[src/design/modexp_pkg.sv]
// Shared constants and types for the modular exponentiation block.
`timescale 1ns / 1ps

package modexp_pkg;

  // Operand width used for the key and the base.
  localparam int unsigned WIDTH = 64;
  // Port field widths, fixed by the item format.
  localparam int unsigned DATA_W = 64;
  localparam int unsigned CFG_IDX_W = 8;
  localparam int unsigned CNT_W = $clog2(WIDTH);
  localparam int unsigned SUM_W = WIDTH + 2;

  localparam logic [WIDTH-1:0] MODULUS_RESET = WIDTH'(1);
  localparam logic [WIDTH-1:0] EXPONENT_RESET = WIDTH'(65537);

  localparam logic [CFG_IDX_W-1:0] REG_MODULUS = CFG_IDX_W'(0);
  localparam logic [CFG_IDX_W-1:0] REG_EXPONENT = CFG_IDX_W'(1);

  typedef enum logic [2:0] {
    ST_IDLE,
    ST_REDUCE,
    ST_SQUARE,
    ST_MULT,
    ST_FINISH
  } state_e;

endpackage

[src/design/modular_exponentiation.sv]
// Modular exponentiation by left-to-right square-and-multiply with a bit-serial modular multiplier.
`timescale 1ns / 1ps

// Steps: after accept the base is reduced mod m, then for each of the WIDTH exponent bits, from the top,
//   a squaring and, where that bit is set, a multiply; the multiplier takes one multiplier bit per cycle.
//   A modulus of zero skips these steps and goes straight to a zero result.
// Throughput: one item at a time, set by the single shift-and-add modular multiplier that
//   does the base reduction, every squaring and every multiply in turn; the next item is taken
//   only once the result has entered the output register, which waits while that register is full.
// Reset: modulus is 1, exponent is 65537, no item in flight and the output register empty.
module modular_exponentiation
  import modexp_pkg::*;
(
  input  logic                 clk_i,
  input  logic                 rst_ni,
  input  logic                 cfg_valid_i,
  output logic                 cfg_ready_o,
  input  logic [CFG_IDX_W-1:0] cfg_index_i,
  input  logic [DATA_W-1:0]    cfg_data_i,
  input  logic                 s_axis_tvalid_i,
  output logic                 s_axis_tready_o,
  input  logic [DATA_W-1:0]    s_axis_tdata_i,  // [63:0] base_value
  output logic                 m_axis_tvalid_o,
  input  logic                 m_axis_tready_i,
  output logic [DATA_W-1:0]    m_axis_tdata_o   // [63:0] power_result
);

  state_e state_q, state_d;

  logic [WIDTH-1:0] mod_q, exp_q;
  logic [WIDTH-1:0] base_q, base_d;
  logic [WIDTH-1:0] acc_q, acc_d;
  logic [WIDTH-1:0] r_q, r_d;
  logic [WIDTH-1:0] mcand_q, mcand_d;
  logic [WIDTH-1:0] mplier_q, mplier_d;
  logic [WIDTH-1:0] exp_sh_q, exp_sh_d;
  logic [CNT_W-1:0] bit_cnt_q, bit_cnt_d;
  logic [CNT_W-1:0] exp_cnt_q, exp_cnt_d;
  logic             out_valid_q, out_valid_d;
  logic [WIDTH-1:0] out_data_q, out_data_d;

  logic             in_accept;
  logic             out_load;
  logic             mod_zero;
  logic             last_bit;
  logic [WIDTH-1:0] one_mod;
  logic [SUM_W-1:0] sum, mod1, mod2;
  logic [WIDTH-1:0] r_nxt;

  assign cfg_ready_o     = 1'b1;
  assign s_axis_tready_o = (state_q == ST_IDLE);
  assign in_accept       = s_axis_tvalid_i && s_axis_tready_o;
  assign out_load        = (state_q == ST_FINISH) && (!out_valid_q || m_axis_tready_i);
  assign mod_zero        = (mod_q == '0);
  assign one_mod         = (mod_q == WIDTH'(1)) ? '0 : WIDTH'(1);
  assign last_bit        = (bit_cnt_q == '0);
  assign m_axis_tvalid_o = out_valid_q;
  assign m_axis_tdata_o  = DATA_W'(out_data_q);

  // One multiplier bit: r = 2r + bit*a, which stays below 3m, then one of three candidates.
  always_comb begin
    sum  = SUM_W'({r_q, 1'b0}) + SUM_W'(mplier_q[WIDTH-1] ? mcand_q : '0);
    mod1 = SUM_W'(mod_q);
    mod2 = SUM_W'({mod_q, 1'b0});
    if (sum >= mod2) begin
      r_nxt = WIDTH'(sum - mod2);
    end else if (sum >= mod1) begin
      r_nxt = WIDTH'(sum - mod1);
    end else begin
      r_nxt = WIDTH'(sum);
    end
  end

  // Next state.
  always_comb begin
    state_d = state_q;
    unique case (state_q)
      ST_IDLE: begin
        if (in_accept) begin
          state_d = mod_zero ? ST_FINISH : ST_REDUCE;
        end
      end
      ST_REDUCE: begin
        if (last_bit) begin
          state_d = ST_SQUARE;
        end
      end
      ST_SQUARE: begin
        if (last_bit) begin
          if (exp_sh_q[WIDTH-1]) begin
            state_d = ST_MULT;
          end else if (exp_cnt_q == '0) begin
            state_d = ST_FINISH;
          end
        end
      end
      ST_MULT: begin
        if (last_bit) begin
          state_d = (exp_cnt_q == '0) ? ST_FINISH : ST_SQUARE;
        end
      end
      ST_FINISH: begin
        if (out_load) begin
          state_d = ST_IDLE;
        end
      end
      default: state_d = ST_IDLE;
    endcase
  end

  // Datapath controls.
  always_comb begin
    base_d    = base_q;
    acc_d     = acc_q;
    r_d       = r_q;
    mcand_d   = mcand_q;
    mplier_d  = mplier_q;
    exp_sh_d  = exp_sh_q;
    bit_cnt_d = bit_cnt_q;
    exp_cnt_d = exp_cnt_q;
    unique case (state_q)
      ST_IDLE: begin
        if (in_accept) begin
          // Reduce the base first: (1 mod m) times base, scanned bit by bit.
          acc_d     = mod_zero ? '0 : one_mod;
          mcand_d   = one_mod;
          mplier_d  = s_axis_tdata_i[WIDTH-1:0];
          r_d       = '0;
          bit_cnt_d = CNT_W'(WIDTH - 1);
          exp_sh_d  = exp_q;
          exp_cnt_d = CNT_W'(WIDTH - 1);
        end
      end
      ST_REDUCE, ST_SQUARE, ST_MULT: begin
        r_d       = r_nxt;
        mplier_d  = {mplier_q[WIDTH-2:0], 1'b0};
        bit_cnt_d = bit_cnt_q - CNT_W'(1);
        if (last_bit) begin
          r_d       = '0;
          bit_cnt_d = CNT_W'(WIDTH - 1);
          if (state_q == ST_REDUCE) begin
            base_d   = r_nxt;
            mcand_d  = acc_q;
            mplier_d = acc_q;
          end else begin
            acc_d = r_nxt;
            if ((state_q == ST_SQUARE) && exp_sh_q[WIDTH-1]) begin
              mcand_d  = base_q;
              mplier_d = r_nxt;
            end else begin
              // Move on to the next exponent bit with a squaring.
              mcand_d   = r_nxt;
              mplier_d  = r_nxt;
              exp_sh_d  = {exp_sh_q[WIDTH-2:0], 1'b0};
              exp_cnt_d = exp_cnt_q - CNT_W'(1);
            end
          end
        end
      end
      ST_FINISH: begin
      end
      default: begin
      end
    endcase
  end

  always_comb begin
    out_valid_d = out_valid_q && !m_axis_tready_i;
    out_data_d  = out_data_q;
    if (out_load) begin
      out_valid_d = 1'b1;
      out_data_d  = acc_q;
    end
  end

  always_ff @(posedge clk_i or negedge rst_ni) begin
    if (!rst_ni) begin
      state_q     <= ST_IDLE;
      out_valid_q <= 1'b0;
      mod_q       <= MODULUS_RESET;
      exp_q       <= EXPONENT_RESET;
    end else begin
      state_q     <= state_d;
      out_valid_q <= out_valid_d;
      if (cfg_valid_i && cfg_ready_o) begin
        unique case (cfg_index_i)
          REG_MODULUS:  mod_q <= cfg_data_i[WIDTH-1:0];
          REG_EXPONENT: exp_q <= cfg_data_i[WIDTH-1:0];
          default: begin
          end
        endcase
      end
    end
  end

  always_ff @(posedge clk_i) begin
    base_q     <= base_d;
    acc_q      <= acc_d;
    r_q        <= r_d;
    mcand_q    <= mcand_d;
    mplier_q   <= mplier_d;
    exp_sh_q   <= exp_sh_d;
    bit_cnt_q  <= bit_cnt_d;
    exp_cnt_q  <= exp_cnt_d;
    out_data_q <= out_data_d;
  end

  a_zero_modulus: assert property (@(posedge clk_i) disable iff (!rst_ni)
    (in_accept && mod_zero) |=> (state_q == ST_FINISH) && (acc_q == '0))
    else $error("zero modulus did not go straight to a zero result");

  a_bit_count: assert property (@(posedge clk_i) disable iff (!rst_ni)
    ((state_q == ST_REDUCE || state_q == ST_SQUARE || state_q == ST_MULT) && !last_bit)
    |=> (state_q == $past(state_q)) && (bit_cnt_q == $past(bit_cnt_q) - CNT_W'(1)))
    else $error("multiplier bit count did not step down");

  a_mult_follows: assert property (@(posedge clk_i) disable iff (!rst_ni)
    (state_q == ST_SQUARE && last_bit && exp_sh_q[WIDTH-1]) |=> (state_q == ST_MULT))
    else $error("set exponent bit was not followed by a multiply");

  a_result_load: assert property (@(posedge clk_i) disable iff (!rst_ni)
    out_load |=> m_axis_tvalid_o && (out_data_q == $past(acc_q)) && (state_q == ST_IDLE))
    else $error("finished result was not placed in the output register");

endmodule

[config.mk]
export PLATFORM = sky130hd
export DESIGN_NAME = modular_exponentiation
export DESIGN_NICKNAME = d
export VERILOG_FILES = /design/src/design/modexp_pkg.sv /design/src/design/modular_exponentiation.sv
export SDC_FILE = /design/constraint.sdc
export NUM_CORES = 1
export LEC_CHECK = 0
export BUFFER_PORTS_ARGS = -buffer_cell sky130_fd_sc_hd__clkbuf_2
export CORE_MARGIN = 8
export CORE_UTILIZATION = 30
export DETAILED_ROUTE_END_ITERATION = 8
export SETUP_SLACK_MARGIN = 0.05
export SKIP_CTS_REPAIR_TIMING = 1
export SLEW_MARGIN = 0
export SYNTH_ARGS = -nofsm -noshare
export SYNTH_HDL_FRONTEND = slang
export SYNTH_SLANG_ARGS = --single-unit
[constraint.sdc]
create_clock -name clk_i -period 12.2 [get_ports clk_i]
set_input_delay 0.61 -clock clk_i [delete_from_list [all_inputs] [get_ports clk_i]]
set_output_delay 0.61 -clock clk_i [all_outputs]
set_load 0.02 [all_outputs]
==> results of run 1 <==
[sequential cells by signal (all words and copies together) (netlist names), 64 cells and up]
register        count
acc_q              64
exp_sh_q           64
mcand_q            64
r_q                64
exp_q              64
mod_q              64
base_q             64
mplier_q           64
m_axis_tdata_o     64
[synthesized netlist by cell type (65+ instances only)]
library cell / n / area (µm²)
edfxtp_1: 460 / 13800
nand3_1: 85 / 425
mux2_2: 79 / 890
and2_1: 94 / 588
o21ai_1: 78 / 390
clkbuf_1: 167 / 627
a21oi_1: 336 / 1680
nand2_1: 640 / 2400
o211ai_1: 91 / 683
ha_1: 194 / 2430
a21o_1: 72 / 541
o21ai_0: 337 / 1690
xnor2_1: 111 / 972
nor3_1: 65 / 325
inv_1: 190 / 713
dfrtp_1: 129 / 3230
nor2_1: 276 / 1040
[metal layers]
metal	vias up	GRT usage
met5	-	0
met4	8	0.0792
met3	257	0.0239
met2	1232	0.349
met1	16218	0.236
li1	15441	-
[layout make-up]
type                    count  area share
multi-input cells        3157       0.456
repair buffers            243      0.0306
clock inverters            34      0.0103
diodes                      4    0.000231
inverters                 193      0.0167
flip-flops and latches    592       0.395
clock buffers              93      0.0433
well taps                1662      0.0480
[cell usage in the layout, fill, tap and decap left out, types with 72 or more instances in the layout]
cell type / instances
nand2_1: 638
edfxtp_1: 460
o21ai_0: 337
a21oi_1: 336
nor2_1: 269
clkbuf_2: 205
ha_1: 194
inv_1: 190
dfrtp_1: 129
xnor2_1: 111
and2_1: 93
o211ai_1: 91
nand3_1: 83
mux2_2: 79
o21ai_1: 78
a21o_1: 72
[per-stage QoR]
stage	util	instances	worst slack (ns)
after floorplan	-	4163	3.48
after global placement	0.322	5847	3.80
after detailed placement	0.322	5847	3.60
after CTS	0.340	5974	3.56
after global routing	0.340	5976	2.92
final	0.340	5978	3.17
[worst max-delay path by stage]
stage | startpoint | depth (start not counted) | slack, ns | end
2_1_floorplan | state_q[1] | 7 | 3.48 | exp_cnt_q[0]
3_3_place_gp | mplier_q[63] | 25 | 3.80 | mplier_q[8]
3_5_place_dp | mplier_q[63] | 25 | 3.60 | mplier_q[8]
4_1_cts | mplier_q[63] | 25 | 3.56 | mplier_q[8]
5_1_grt | mplier_q[63] | 25 | 2.92 | mplier_q[8]
6_report | mplier_q[63] | 26 | 3.17 | mplier_q[8]
[kinds of logic (layout without fill, tap and decap cells)]
kind of cell               count (synthesis)  count (layout)  synth area share
and+or+nand+nor                         1406            1406             0.167
AOI/OAI and AO/OA                       1276            1276             0.209
DFF                                      592             592             0.446
buffers and inverters                    414             563            0.0432
adders and majority gates                197             197            0.0647
xor gates and xnor gates                 168             168            0.0388
muxes                                    109             109            0.0317
other                                      1               5         0.0000976
==> metrics.txt, run 1 <==
max-cap viol count 0; detailed-route DRC error count 0; post-synthesis cell count about 4200; Final Wtd Congestion 0.978; Critical Path Most Common Cell o21ai_0; Via density roughly 5.5; Clk pin slew, worst setup/hold paths 0.06 ns; NumNets Final approximately 4600; Post-synth top flop edfxtp_1; WP buf/inv 3; share of cells above drive strength 1 0.122; CP Launch Type flip-flop; RSZ-0062 raised after global routing no; violated checks negative hold slack; clock skew ~0.042 ns; synthesized flop and latch total 592; slowest CP cell buf_4; area occupied by multi-input gates between 15000 and 20000 µm²; fin crit period 9.03 ns; DP HPWL 109000 µm; wire length on met3 7720 µm; delay-heaviest family, CP compound AO/OA/AOI/OAI gates; # IOs 208; largest net degree at the start of global routing 129; final instance area 43300 µm²; number of DRC markers in iteration 0 between 3000 and 4000; # H-tree levels 3; setup TNS 0 ns; Worst Path Required ~13 ns; worst hold path type in2async; max-slew violations 0; Top Layer Used met5; CP max FO just under 50; worst-skew pair later-pin latency around 0.67 ns; Post-DRT Antenna Nets 0; row count 131; Largest stage delay, worst path ~0.68 ns; fillcell total 13043; met2 WL 72500 µm; Final setup viols 0; Routed wire per std cell 23.9 µm; final worst path period share 0.741; DIE WIDTH 374 µm; Initial Utilization 0.302; WS Path Type reg2reg; crit path capture type flip-flop; CP arrival 9.45 ns; WL final 143000 µm; global-route wire length before repair 209000 µm; R2R Path End mplier_q[8]; RR Startpoint mplier_q[63]; Worst-Margin Slew 1.16 ns; remaining global-route overflow 0; DR pass1 iterations 6; Avg Cell Area, Syn 9.23 µm²; register area share after synthesis 0.446; final hold violation count 2; initial antenna violation count 10; mapped cell area 38400 µm²; TritonCTS Sinks 592; FF+latch area 17100 µm²; met1 WL ~57000 µm; area grow syn2layout 12.8%; worst hold margin -0.0148 ns; Ys Warns 0; Worst R2R Setup Slack 3.17 ns; Distinct cells, synth 106; Post-synth ARST share 0.223; Buffers on Ports 206; core area 127000 µm²; outcome finished with violations; Die Height 374 µm; r2r worst-path depth 26; relative slew slack 0.221; CTS tree done; Clk Tree Root Cell clkbuf_16; Post-Syn Nets 4501; Die Footprint 140000 µm²; Cell Area, Placed a little over 40000 µm²; number of global-route vias before repair 32237; number of buffers created by CTS 69; via count between 30000 and 40000; CTS Buffer Depth 3; GRT Total Usage 0.195; EDFF count, synth 460; Max Freq 111 MHz
Power of run 1 is not shown: default switching activity piles up to over one toggle a cycle in this logic, so the estimate is an artifact.
==> inputs of run 2 (changes only) <==
==> constraint.sdc (replaced) <==
create_clock -name clk_i -period 8.6 [get_ports clk_i]
set_input_delay 0.43 -clock clk_i [delete_from_list [all_inputs] [get_ports clk_i]]
set_output_delay 0.43 -clock clk_i [all_outputs]
set_load 0.02 [all_outputs]
==> metrics.txt, run 2 (same netlist as run 1, synthesis figures left out) <==
number of DRC markers in iteration 0 3480 (+9.6%); CP Launch Type flip-flop; Crit. Startpoint mplier_q[63]; CP arrival 8.40 ns (-1.05 ns); via count 33197 (+0.12%); slowest CP cell o21ai_0; worst-skew pair later-pin latency 0.66 ns (about the same); number of buffers created by CTS 67 (-2.9%); n_diodes 0 (-4); TritonCTS Sinks 592 (unchanged); area grow syn2layout 13.4%; Final setup viols 0 (unchanged); largest net degree at the start of global routing 93 (-28%); NumNets Final 4645 (+1.1%); Finished Layout Cells 6021 (+0.72%); HP Start cfg_data_i[7]; Worst-Margin Slew 1.12 ns (-0.0344 ns); area occupied by multi-input gates 19800 µm² (unchanged); row count 131 (unchanged); most frequent cells in the layout nand2_1, edfxtp_1, o21ai_0; Final Wtd Congestion 0.961 (-1.7%); max-slew violations 0 (unchanged); Buffers on Ports 206 (unchanged); number of global-route vias before repair 32254 (+0.053%); share of cells above drive strength 1 0.128 (+0.00649); Die Footprint 140000 µm² (unchanged); Worst Path Required 9.00 ns (-3.62 ns); fillcell total 13016 (-0.21%); max-cap viol count 0 (unchanged); DP HPWL 110000 µm (+0.47%); DIE WIDTH 374 µm (unchanged); fin crit period 8.00 ns (-1.04 ns); Via density 5.51 (-0.59%); Die Height 374 µm (unchanged); setup TNS 0 ns (unchanged); Post-DRT Antenna Nets 0 (unchanged); GRT Total Usage 0.194 (-0.00102); CTS tree done; WL final 142000 µm (-0.69%); Initial Utilization 0.302 (unchanged); outcome finished clean; Critical Path Most Common Cell buf_4; crit path capture type flip-flop; Routed wire per std cell 23.6 µm (-1.4%); clock skew 0.0329 ns (-0.00872 ns); relative slew slack 0.248 (+0.0276); worst hold margin 0.00947 ns (+0.0243 ns); # H-tree levels 3 (unchanged); DR pass1 iterations 6 (unchanged); RSZ-0062 raised after global routing no; Inst Count DP 5899 (+0.89%); CTS Buffer Depth 3 (unchanged); Max Freq 125 MHz (+13%); FF+latch area 17100 µm² (unchanged); remaining global-route overflow 0 (unchanged); # IOs 208 (unchanged); global-route wire length before repair 208000 µm (-0.66%); Clk pin slew, worst setup/hold paths 0.06 ns (about the same); detailed-route DRC error count 0 (unchanged); WS Path Type reg2reg; CP max FO 26 (-47%); final hold violation count 0 (-2); RR Startpoint mplier_q[63]; final worst path period share 0.930 (+0.189); commonest non-fill, non-tap cell in the layout nand2_1; Largest stage delay, worst path 0.83 ns (+0.15 ns); worst hold path type in2reg; initial antenna violation count 5 (-5); Clk Tree Root Cell clkbuf_16; core area 127000 µm² (unchanged)
-- run 2: cell count changes in the layout (fill, tap and decap cells not counted), moves of 2 or more --
cell,change
bufinv_16,-2
diode_2,-4
clkinvlp_4,-4
clkinv_1,+11
clkinv_16,-2
clkinv_8,-2
clkbuf_8,-2
clkinv_2,-6
buf_12,+3
buf_4,+49
-- run 2: stage by stage --
stage | setup slack [ns] | area, µm² | util
2_1_floorplan | 1.65 | 38400 | -
6_report | 0.602 | 43600 | 0.342
3_5_place_dp | 0.836 | 41400 | 0.325
5_1_grt | 0.310 | 43600 | 0.342
3_3_place_gp | 0.916 | 41400 | 0.325
4_1_cts | 0.764 | 43600 | 0.342
-- run 2: area by class of cell --
class	instances	share of cell area
clock buffers	91	0.0420
clock inverters	30	0.00649
well taps	1662	0.0477
multi-input cells	3157	0.454
inverters	193	0.0166
repair buffers	296	0.0405
flip-flops and latches	592	0.393
-- run 2: worst max-delay path, delay by kind of cell, from the launching register on --
kind / cells / cell delay (ns)
and+or+nand+nor: 8 / 1.54
muxes: 1 / 0.35
xor gates and xnor gates: 1 / 0.33
adders and majority gates: 2 / 0.77
buffers and inverters: 4 / 1.04
AOI/OAI and AO/OA: 9 / 3.10
DFF: 1 / 0.58
-- run 2: worst paths after layout --
path / end / slack (ns) / cells past startpoint
setup / recovery: mplier_q[63] / 0.60 / 25
hold / removal: mod_q[7] / 0.009 / 3
min in group asynchronous: exp_q[53] / 0.42 / 2
hold reg to reg: m_axis_tdata_o[36] / 0.45 / 0
setup reg to reg: mplier_q[63] / 0.60 / 25
max in group asynchronous: m_axis_tvalid_o / 6.95 / 3
-- run 2: metal layers --
| layer | GRT usage | wire length (µm) | vias to the layer above |
|---|---|---|---|
| met5 | 0 | 42 | - |
| li1 | - | - | 15545 |
| met4 | 0.0770 | 5820 | 6 |
| met2 | 0.350 | 72400 | 1231 |
| met1 | 0.235 | 56400 | 16181 |
| met3 | 0.0200 | 7420 | 234 |
Power of run 2 is left out for the same reason.
